--- src/design/bsmh_pkg.sv ---
`timescale 1ns / 1ps

package bsmh_pkg;

  localparam logic [31:0] GOLDEN    = 32'h9e3779b9;
  localparam logic [3:0]  BLOCK_LEN = 4'd12;
  localparam int          MIX_ROWS  = 9;
  localparam int          ROW_W     = 4;
  localparam int          OUT_DEPTH = 16;
  localparam int          OUT_AW    = $clog2(OUT_DEPTH);
  localparam int          CNT_W     = OUT_AW + 1;

  typedef struct packed {
    logic [31:0] a;
    logic [31:0] b;
    logic [31:0] c;
  } mix_words_t;

  typedef struct packed {
    logic       valid;
    logic       fin;
    mix_words_t w;
  } mix_slot_t;

  // one line of the reversible mix
  function automatic mix_words_t mix_row(mix_words_t m, logic [ROW_W-1:0] row);
    mix_words_t r;
    r = m;
    case (row)
      4'd0: r.a = (m.a - m.b - m.c) ^ (m.c >> 13);
      4'd1: r.b = (m.b - m.c - m.a) ^ (m.a << 8);
      4'd2: r.c = (m.c - m.a - m.b) ^ (m.b >> 13);
      4'd3: r.a = (m.a - m.b - m.c) ^ (m.c >> 12);
      4'd4: r.b = (m.b - m.c - m.a) ^ (m.a << 16);
      4'd5: r.c = (m.c - m.a - m.b) ^ (m.b >> 5);
      4'd6: r.a = (m.a - m.b - m.c) ^ (m.c >> 3);
      4'd7: r.b = (m.b - m.c - m.a) ^ (m.a << 10);
      4'd8: r.c = (m.c - m.a - m.b) ^ (m.b >> 15);
      default: r = m;
    endcase
    return r;
  endfunction

endpackage

--- src/design/bsmh_in_if.sv ---
`timescale 1ns / 1ps

interface bsmh_in_if;
  logic        valid;
  logic        ready;
  logic [7:0]  data_byte;
  logic        first;
  logic [31:0] seed;
  logic        last;
  logic        empty_req;

  modport source (output valid, data_byte, first, seed, last, empty_req, input ready);
  modport sink   (input valid, data_byte, first, seed, last, empty_req, output ready);
endinterface

--- src/design/bsmh_out_if.sv ---
`timescale 1ns / 1ps

interface bsmh_out_if;
  logic        valid;
  logic        ready;
  logic [31:0] hash_value;

  modport source (output valid, hash_value, input ready);
  modport sink   (input valid, hash_value, output ready);
endinterface

--- src/design/bsmh_mix_pipe.sv ---
`timescale 1ns / 1ps

module bsmh_mix_pipe (
  input  logic                clk,
  input  logic                rst_n,
  input  bsmh_pkg::mix_slot_t launch,
  output bsmh_pkg::mix_slot_t done
);

  logic [bsmh_pkg::MIX_ROWS:0] vld_r;
  logic [bsmh_pkg::MIX_ROWS:0] fin_r;
  bsmh_pkg::mix_words_t        w_r [0:bsmh_pkg::MIX_ROWS];

  always_ff @(posedge clk) begin
    if (!rst_n) begin
      vld_r <= '0;
    end else begin
      vld_r <= {vld_r[bsmh_pkg::MIX_ROWS-1:0], launch.valid};
    end
  end

  always_ff @(posedge clk) begin
    fin_r  <= {fin_r[bsmh_pkg::MIX_ROWS-1:0], launch.fin};
    w_r[0] <= launch.w;
    for (int k = 1; k <= bsmh_pkg::MIX_ROWS; k++) begin
      w_r[k] <= bsmh_pkg::mix_row(w_r[k-1], bsmh_pkg::ROW_W'(k - 1));
    end
  end

  assign done.valid = vld_r[bsmh_pkg::MIX_ROWS];
  assign done.fin   = fin_r[bsmh_pkg::MIX_ROWS];
  assign done.w     = w_r[bsmh_pkg::MIX_ROWS];

endmodule

--- src/design/bsmh_gather.sv ---
`timescale 1ns / 1ps

module bsmh_gather (
  input  logic                clk,
  input  logic                rst_n,
  bsmh_in_if.sink             in_if,
  input  logic                out_xfer,
  input  bsmh_pkg::mix_slot_t done,
  output bsmh_pkg::mix_slot_t launch
);

  logic [31:0] a_r, a_nxt, b_r, b_nxt, c_r, c_nxt;
  logic [95:0] blk_r, blk_nxt;
  logic [3:0]  pos_r, pos_nxt;
  logic [31:0] len_r, len_nxt;
  logic        mix_busy_r, mix_busy_nxt;
  logic        fin_pend_r, fin_pend_nxt;
  logic [31:0] ta_r, ta_nxt, tb_r, tb_nxt, tc_r, tc_nxt;
  logic [bsmh_pkg::CNT_W-1:0] cnt_r, cnt_nxt;

  logic        acc, restart, wb, full;
  logic [31:0] a_base, b_base, c_base, len_base;
  logic [95:0] blk_base, blk_new;
  logic [3:0]  pos_base, pos_inc;
  logic [31:0] ta, tb, tc;

  assign in_if.ready = !fin_pend_r && (cnt_r != bsmh_pkg::CNT_W'(bsmh_pkg::OUT_DEPTH));
  assign acc         = in_if.valid && in_if.ready;
  assign restart     = acc && in_if.first;
  assign wb          = done.valid && !done.fin && mix_busy_r;

  always_comb begin
    a_base   = restart ? bsmh_pkg::GOLDEN : a_r;
    b_base   = restart ? bsmh_pkg::GOLDEN : b_r;
    c_base   = restart ? in_if.seed : c_r;
    blk_base = restart ? '0 : blk_r;
    pos_base = restart ? '0 : pos_r;
    len_base = restart ? '0 : len_r;

    blk_new = blk_base;
    pos_inc = pos_base + 4'd1;
    full    = !in_if.empty_req && (pos_inc == bsmh_pkg::BLOCK_LEN);

    a_nxt        = a_r;
    b_nxt        = b_r;
    c_nxt        = c_r;
    blk_nxt      = blk_r;
    pos_nxt      = pos_r;
    len_nxt      = len_r;
    mix_busy_nxt = mix_busy_r;
    fin_pend_nxt = fin_pend_r;
    ta_nxt       = ta_r;
    tb_nxt       = tb_r;
    tc_nxt       = tc_r;
    launch       = '0;
    ta           = '0;
    tb           = '0;
    tc           = '0;

    if (wb) begin
      a_nxt        = done.w.a;
      b_nxt        = done.w.b;
      c_nxt        = done.w.c;
      mix_busy_nxt = 1'b0;
    end

    if (fin_pend_r && !mix_busy_r) begin
      launch.valid = 1'b1;
      launch.fin   = 1'b1;
      launch.w.a   = a_r + ta_r;
      launch.w.b   = b_r + tb_r;
      launch.w.c   = c_r + tc_r;
      fin_pend_nxt = 1'b0;
      a_nxt        = bsmh_pkg::GOLDEN;
      b_nxt        = bsmh_pkg::GOLDEN;
      c_nxt        = '0;
      blk_nxt      = '0;
      pos_nxt      = '0;
      len_nxt      = '0;
    end

    if (acc) begin
      if (restart) begin
        a_nxt        = a_base;
        b_nxt        = b_base;
        c_nxt        = c_base;
        mix_busy_nxt = 1'b0;
      end
      blk_nxt = blk_base;
      pos_nxt = pos_base;
      len_nxt = len_base;
      if (!in_if.empty_req) begin
        blk_new[{pos_base, 3'b000} +: 8] = in_if.data_byte;
        len_nxt = len_base + 32'd1;
        if (full) begin
          launch.valid = 1'b1;
          launch.fin   = 1'b0;
          launch.w.a   = a_base + blk_new[31:0];
          launch.w.b   = b_base + blk_new[63:32];
          launch.w.c   = c_base + blk_new[95:64];
          mix_busy_nxt = 1'b1;
          blk_nxt      = '0;
          pos_nxt      = '0;
        end else begin
          blk_nxt = blk_new;
          pos_nxt = pos_inc;
        end
      end

      ta = blk_nxt[31:0];
      tb = blk_nxt[63:32];
      tc = len_nxt + {blk_nxt[87:64], 8'h00};

      if (in_if.last) begin
        if (full || (mix_busy_r && !restart)) begin
          fin_pend_nxt = 1'b1;
          ta_nxt       = ta;
          tb_nxt       = tb;
          tc_nxt       = tc;
        end else begin
          launch.valid = 1'b1;
          launch.fin   = 1'b1;
          launch.w.a   = a_base + ta;
          launch.w.b   = b_base + tb;
          launch.w.c   = c_base + tc;
          a_nxt        = bsmh_pkg::GOLDEN;
          b_nxt        = bsmh_pkg::GOLDEN;
          c_nxt        = '0;
          blk_nxt      = '0;
          pos_nxt      = '0;
          len_nxt      = '0;
          mix_busy_nxt = 1'b0;
        end
      end
    end

    cnt_nxt = cnt_r + bsmh_pkg::CNT_W'(acc && in_if.last) - bsmh_pkg::CNT_W'(out_xfer);
  end

  always_ff @(posedge clk) begin
    if (!rst_n) begin
      a_r        <= bsmh_pkg::GOLDEN;
      b_r        <= bsmh_pkg::GOLDEN;
      c_r        <= '0;
      blk_r      <= '0;
      pos_r      <= '0;
      len_r      <= '0;
      mix_busy_r <= 1'b0;
      fin_pend_r <= 1'b0;
      cnt_r      <= '0;
    end else begin
      a_r        <= a_nxt;
      b_r        <= b_nxt;
      c_r        <= c_nxt;
      blk_r      <= blk_nxt;
      pos_r      <= pos_nxt;
      len_r      <= len_nxt;
      mix_busy_r <= mix_busy_nxt;
      fin_pend_r <= fin_pend_nxt;
      cnt_r      <= cnt_nxt;
    end
  end

  always_ff @(posedge clk) begin
    ta_r <= ta_nxt;
    tb_r <= tb_nxt;
    tc_r <= tc_nxt;
  end

  // a new block never enters the mixer while the previous one is still in it
  a_blk_spacing: assert property (@(posedge clk) disable iff (!rst_n)
    !(launch.valid && !launch.fin && mix_busy_r))
    else $error("block mix launched while previous block mix in flight");

  a_pend_hold: assert property (@(posedge clk) disable iff (!rst_n)
    fin_pend_r |-> !in_if.ready)
    else $error("input taken while finish pending");

  a_credit: assert property (@(posedge clk) disable iff (!rst_n)
    cnt_r <= bsmh_pkg::CNT_W'(bsmh_pkg::OUT_DEPTH))
    else $error("outstanding hash count overflow");

endmodule

--- src/design/bsmh_out_fifo.sv ---
`timescale 1ns / 1ps

module bsmh_out_fifo (
  input  logic        clk,
  input  logic        rst_n,
  input  logic        wr_en,
  input  logic [31:0] wr_data,
  bsmh_out_if.source  out_if
);

  logic [31:0]                 mem_r [0:bsmh_pkg::OUT_DEPTH-1];
  logic [bsmh_pkg::OUT_AW-1:0] wr_ptr_r, rd_ptr_r;
  logic [bsmh_pkg::CNT_W-1:0]  cnt_r;
  logic                        out_vld_r;
  logic [31:0]                 out_dat_r;
  logic                        rd_en, take, from_mem, bypass, push_mem;

  assign out_if.valid      = out_vld_r;
  assign out_if.hash_value = out_dat_r;
  assign rd_en             = out_vld_r && out_if.ready;
  assign take              = !out_vld_r || rd_en;
  assign from_mem          = take && (cnt_r != '0);
  // head register free (empty or being read) and queue empty: new hash goes straight to the head
  assign bypass            = take && (cnt_r == '0) && wr_en;
  assign push_mem          = wr_en && !bypass;

  always_ff @(posedge clk) begin
    if (push_mem) begin
      mem_r[wr_ptr_r] <= wr_data;
    end
    if (from_mem) begin
      out_dat_r <= mem_r[rd_ptr_r];
    end else if (bypass) begin
      out_dat_r <= wr_data;
    end
  end

  always_ff @(posedge clk) begin
    if (!rst_n) begin
      wr_ptr_r  <= '0;
      rd_ptr_r  <= '0;
      cnt_r     <= '0;
      out_vld_r <= 1'b0;
    end else begin
      wr_ptr_r <= wr_ptr_r + bsmh_pkg::OUT_AW'(push_mem);
      rd_ptr_r <= rd_ptr_r + bsmh_pkg::OUT_AW'(from_mem);
      cnt_r    <= cnt_r + bsmh_pkg::CNT_W'(push_mem) - bsmh_pkg::CNT_W'(from_mem);
      if (from_mem || bypass) begin
        out_vld_r <= 1'b1;
      end else if (rd_en) begin
        out_vld_r <= 1'b0;
      end
    end
  end

  a_no_overrun: assert property (@(posedge clk) disable iff (!rst_n)
    !(push_mem && !from_mem && (cnt_r == bsmh_pkg::CNT_W'(bsmh_pkg::OUT_DEPTH))))
    else $error("hash queue overrun");

  a_out_hold: assert property (@(posedge clk) disable iff (!rst_n)
    (out_vld_r && !out_if.ready) |=> (out_vld_r && $stable(out_dat_r)))
    else $error("hash transfer dropped or changed while stalled");

endmodule

--- src/design/byte_stream_mix_hash_32.sv ---
`timescale 1ns / 1ps
// Channel   Dir  Handshake      Payload
// in_if     in   valid/ready    data_byte[7:0], first, seed[31:0], last, empty_req
// out_if    out  valid/ready    hash_value[31:0]
//
// One key byte per cycle while in_if.ready is high; full 12-byte blocks go through a 9-stage mix pipeline.
// Hash shows on out_if once the final mix has passed the mix pipeline, and later when the last
// byte closes a block or follows a block boundary while that block mix is still in flight
// (in_if.ready is low while that block mix drains).
// Up to 16 hashes may be queued or in flight; in_if.ready drops at that limit.
// rst_n is synchronous, active low, and clears the key and queue control state (data registers are not reset).

module byte_stream_mix_hash_32 (
  input  logic       clk,
  input  logic       rst_n,
  bsmh_in_if.sink    in_if,
  bsmh_out_if.source out_if
);

  bsmh_pkg::mix_slot_t launch;
  bsmh_pkg::mix_slot_t done;
  logic                out_xfer;

  assign out_xfer = out_if.valid && out_if.ready;

  bsmh_gather u_gather (
    .clk      (clk),
    .rst_n    (rst_n),
    .in_if    (in_if),
    .out_xfer (out_xfer),
    .done     (done),
    .launch   (launch)
  );

  bsmh_mix_pipe u_mix (
    .clk    (clk),
    .rst_n  (rst_n),
    .launch (launch),
    .done   (done)
  );

  bsmh_out_fifo u_out (
    .clk     (clk),
    .rst_n   (rst_n),
    .wr_en   (done.valid && done.fin),
    .wr_data (done.w.c),
    .out_if  (out_if)
  );

endmodule
--- src/flat_wrapper.sv ---
// flat-port wrapper written by rule: the top's interface ports become plain ports
module byte_stream_mix_hash_32_flat 
  (clk, rst_n, in_if_valid, in_if_data_byte, in_if_first, in_if_seed, in_if_last, in_if_empty_req, in_if_ready, out_if_valid, out_if_hash_value, out_if_ready);
  bsmh_in_if in_if_i ();
  bsmh_out_if out_if_i ();
  input  logic clk;
  input  logic rst_n;
  input wire logic [$bits(in_if_i.valid)-1:0] in_if_valid;
  input wire logic [$bits(in_if_i.data_byte)-1:0] in_if_data_byte;
  input wire logic [$bits(in_if_i.first)-1:0] in_if_first;
  input wire logic [$bits(in_if_i.seed)-1:0] in_if_seed;
  input wire logic [$bits(in_if_i.last)-1:0] in_if_last;
  input wire logic [$bits(in_if_i.empty_req)-1:0] in_if_empty_req;
  output wire logic [$bits(in_if_i.ready)-1:0] in_if_ready;
  output wire logic [$bits(out_if_i.valid)-1:0] out_if_valid;
  output wire logic [$bits(out_if_i.hash_value)-1:0] out_if_hash_value;
  input wire logic [$bits(out_if_i.ready)-1:0] out_if_ready;
  assign in_if_i.valid = in_if_valid;
  assign in_if_i.data_byte = in_if_data_byte;
  assign in_if_i.first = in_if_first;
  assign in_if_i.seed = in_if_seed;
  assign in_if_i.last = in_if_last;
  assign in_if_i.empty_req = in_if_empty_req;
  assign in_if_ready = in_if_i.ready;
  assign out_if_valid = out_if_i.valid;
  assign out_if_hash_value = out_if_i.hash_value;
  assign out_if_i.ready = out_if_ready;
  byte_stream_mix_hash_32 u_core (.clk(clk), .rst_n(rst_n), .in_if(in_if_i), .out_if(out_if_i));
endmodule
--- config.mk ---
export PLATFORM = sky130hd
export DESIGN_NAME = byte_stream_mix_hash_32_flat
export DESIGN_NICKNAME = d
export VERILOG_FILES = /design/src/design/bsmh_pkg.sv /design/src/design/bsmh_in_if.sv /design/src/design/bsmh_out_if.sv /design/src/design/bsmh_mix_pipe.sv /design/src/design/bsmh_gather.sv /design/src/design/bsmh_out_fifo.sv /design/src/design/byte_stream_mix_hash_32.sv /design/src/flat_wrapper.sv
export SDC_FILE = /design/constraint.sdc
export NUM_CORES = 2
export LEC_CHECK = 0
export BUFFER_PORTS_ARGS = -buffer_cell sky130_fd_sc_hd__buf_2
export CAP_MARGIN = 20
export CELL_PAD_IN_SITES_DETAIL_PLACEMENT = 1
export CELL_PAD_IN_SITES_GLOBAL_PLACEMENT = 1
export CORE_MARGIN = 2
export CORE_UTILIZATION = 25
export DETAILED_ROUTE_END_ITERATION = 16
export PLACE_DENSITY_LB_ADDON = 0.1
export RECOVER_POWER = 100
export SETUP_SLACK_MARGIN = 0.5
export SYNTH_ARGS = -nofsm -noshare
export SYNTH_HDL_FRONTEND = slang
export SYNTH_HIERARCHICAL = 1
export SYNTH_SLANG_ARGS = --single-unit
export TNS_END_PERCENT = 1
--- constraint.sdc ---
create_clock -name clk -period 20.5 [get_ports clk]
set_clock_uncertainty 0.05 [all_clocks]
set_input_delay 1.025 -clock clk [delete_from_list [all_inputs] [get_ports clk]]
set_output_delay 1.025 -clock clk [all_outputs]
set_load 0.01 [all_outputs]
==> impl_summary.log <==
INFO  metric die_width = 626 µm
INFO  metric crit_type = flip-flop to flip-flop
INFO  metric clockRootBuffer = clkbuf_16
INFO  metric syn_inst = slightly above 9000
INFO  metric grt_use_total = 19.9%
INFO  metric drt_pass1_iterations = 5
INFO  metric layout-area-overhead-vs-synth = 14.8%
INFO  metric drcViolationCount = 0
INFO  metric ys_types = 115
INFO  metric fmax = 75.0 MHz
INFO  metric period_needed = 13.33 ns
INFO  metric fin_tns_setup = 0 ns
INFO  metric core_area = 385000 µm²
INFO  metric critical_path.slowest_cell = clkbuf_1
INFO  metric power.leakage = 44.8 nW
INFO  metric slew_headroom = -486%
INFO  metric fin_ws = about 7.2 ns
INFO  metric routedWlPerCell = 27.2 µm
INFO  metric power.density_cell_area = around 220 nW/µm²
INFO  metric worstRegToRegCells = 17
INFO  metric synth_top_area_cell = dfxtp_1
INFO  metric floorplan.initialDensity = 25.1%
INFO  metric cts_hold_repair.buffers = 0
INFO  metric drv.max_cap_violation_count = 43
INFO  metric cts_sinks = 1869
INFO  metric largest_register_ff_count = 960
INFO  metric dr_total_vias = 70700
INFO  metric first_iter_violations = 4533
INFO  metric timing.critical_path.mode_cell = clkbuf_1
INFO  metric final_nets = 10200
INFO  metric placed_cell_area = 103000 µm²
INFO  metric synth-edff-count = 640
INFO  metric htreeDepth = 4
INFO  metric hold_path_depth = 0
INFO  metric dp_hpwl = ~300000 µm
INFO  metric avgViaCountPerCell = 4.83
INFO  metric number_of_global_route_vias_before_repair = 74100
INFO  metric cts-resized-gates = 0
INFO  metric status = complete, but fails checks
INFO  metric antenna_found_initial = 36
INFO  metric grt_start_max_net_pins = 97
INFO  metric max-vdd-ir-drop = ~0.13 mV
INFO  metric timing.hold.worst.class = flip-flop to flip-flop
INFO  metric critical_path_peak_fanout = 66
INFO  metric synth-seq-cells = about 1900
INFO  metric wirelength = ~400000 µm
INFO  metric fraction_of_layout_instances_using_a_drive_strength_above_1 = under 10%
INFO  metric finalPower = about 24 mW
INFO  metric tritoncts = done
INFO  metric setup_viol_count_final = 0
INFO  metric ys.flop_type = dfxtp_1
INFO  metric path_clk_slew = approximately 0.060 ns
INFO  metric largest-register = u_core/u_mix/w_r
INFO  metric synth-async-reset-ratio = 0%
INFO  metric clockBufferDepth = 4
INFO  metric timing.final.crit_share = roughly two thirds
INFO  metric finalHoldViolations = 0
INFO  metric crit-reg2reg-launch = u_core/u_gather/cnt_r[2]
INFO  metric synth_area = 96700 µm²
INFO  metric post-synth-top-area-fraction = between 20% and 30%
INFO  metric crit_chain = inv_1, ha_1, nand4bb_1, nand2_1, clkbuf_1, clkbuf_1, nand2_1, nand2_1, clkbuf_1, nor2_1, clkbuf_1, nor2_4, clkbuf_1, clkbuf_1, a21o_1, a22oi_1, nor2b_1
INFO  metric rrSetupSlack = ~7 ns
INFO  metric detail-route-antenna-nets = 0
INFO  metric slew_viol_final = 1637
INFO  metric buffers_on_ports = 80
INFO  metric grt_pass1_wl = approximately 560000 µm
INFO  metric holdCritStartpoint = u_core/u_mix/w_r[7][4]
INFO  metric critical_path.endpoint_type = flip-flop
INFO  metric layout.core_utilization = 28.8%
INFO  metric synth-seq-area-share = between 40% and 50%
INFO  metric post_synth.cell_area_avg = 10.6 µm²
INFO  metric std_cell_rows = 228
INFO  metric post-route-cell-area = 111000 µm²
INFO  metric layout_top_registers = u_core/u_mix/w_r: 960 flops, u_core/u_out/mem_r: 512 flops, u_core/u_gather/blk_r: 96 flops
INFO  metric grt_overflow = 0
INFO  metric place_ws = 11.50 ns
INFO  metric failed_checks = max-capacitance violations, max-slew violations
INFO  metric number_of_warnings_issued_by_yosys = 6
INFO  metric setup_repair_after_global_routing_missed_its_margin = no
INFO  metric io-pin-count = 81
INFO  metric r2r-end = u_core/u_gather/pos_r[0]
INFO  metric synth_top_cells_by_area = dfxtp_1, edfxtp_1, ha_1
INFO  metric post-synth-top-count-cell = dfxtp_1
INFO  metric cp-start-kind = flip-flop
INFO  metric buffers_inserted_during_post_cts_setup_optimization = 0
INFO  metric synthTopCellsByCount = dfxtp_1, inv_1, a21oi_1
INFO  metric worstPathArrival = 14.11 ns
INFO  metric die_height = 626 µm
INFO  metric globalplace.congestion = between 0.8 and 0.9
INFO  metric worst-slew-pin-transition = 8.79 ns
INFO  metric slowest_delay = 2.99 ns
INFO  metric worst_skew_pair.late_latency = 1.00 ns
INFO  metric crit_required = about 21 ns
INFO  metric synth_net_count = just over 10000
INFO  metric cts_made_buffers = 228
INFO  metric design.die.area = between 300000 and 400000 µm²
INFO  metric hold_path_endpoint = u_core/u_mix/w_r[8][4]
worst max-delay path by stage:
stage                                        start                  endpoint  slack, ns  cells past startpoint
after CTS                 u_core/u_gather/cnt_r[3]   u_core/u_mix/w_r[0][31]      11.98                     33
after detailed placement               in_if_valid   u_core/u_mix/w_r[0][31]      11.50                     32
after global placement                 in_if_valid   u_core/u_mix/w_r[0][31]      11.66                     32
after floorplan                        in_if_valid   u_core/u_gather/ta_r[0]       9.40                     13
after global routing      u_core/u_gather/cnt_r[3]  u_core/u_gather/pos_r[0]       6.64                     17
final                     u_core/u_gather/cnt_r[2]  u_core/u_gather/pos_r[0]       7.17                     17
logic make-up after synthesis:
family | synth area share, %
adder cells (fa/ha/maj) | 13.9
buffers and inverters | 4.14
XOR/XNOR | 7.29
AND/OR/NAND/NOR | 10.3
AO/OA/AOI/OAI | 15.6
multiplexers | 3.46
flip-flops | 45.3
layout by cell type, fill, tap and decap left out, types with 102 or more instances in the layout:
cell type and count:
a21o_1 328, a21oi_1 710, a22oi_1 135, clkbuf_1 134, clkbuf_16 238, dfxtp_1 1227, edfxtp_1 640, fa_1 285
ha_1 621, inv_1 731, mux4_2 128, nand2_1 693, nand2b_1 104, nand3_1 224, nor2_1 305, nor2b_1 210
nor3_1 102, o21ai_0 387, o22ai_1 139, xnor2_1 536, xor2_1 260
final cells by class:
type	count	area [µm²]
Inverter	732	2750
Fill cell	42800	274000
Multi-Input combinational cell	6236	48900
Timing Repair Buffer	199	1020
Antenna cell	21	52.6
Tap cell	5175	6470
Sequential cell	1869	43800
Clock buffer	323	6730
Clock inverter	102	1300
critical path: cells and delay by family, from the launching register on:
kind | cells | cell delay [ns]
buffers and inverters | 7 | 9.48
and+or+nand+nor | 7 | 2.58
AOI/OAI and AO/OA | 2 | 0.55
DFF | 1 | 0.31
adders and majority gates | 1 | 0.14
per-stage QoR:
stage	instances	hold WS, ns
floorplan	9137	0.260
global placement	14200	0.261
detailed placement	14200	0.265
CTS	14600	0.230
global route	14600	0.276
finish	14700	0.274
power breakdown:
part | total (mW) | internal, mW | switching (mW)
Clock | 4.34 | 2.60 | 1.74
Sequential | 6.53 | 5.19 | 1.34
Combinational | 13.6 | 5.63 | 7.97
per-layer routing:
| layer | routed length (µm) | up-vias | global-route usage [%] | part of all wire (%) |
|---|---|---|---|---|
| met1 | 190000 | 36200 | 27.9 | 48 |
| met3 | 15900 | 419 | 2.46 | 4.0 |
| met4 | 12300 | 0 | 5.89 | 3.1 |
| met5 | 0 | - | 0 | 0 |
| li1 | - | 32800 | - | - |
| met2 | 180000 | 1348 | 32.0 | 45 |
Power figures use the tool's default switching activity.
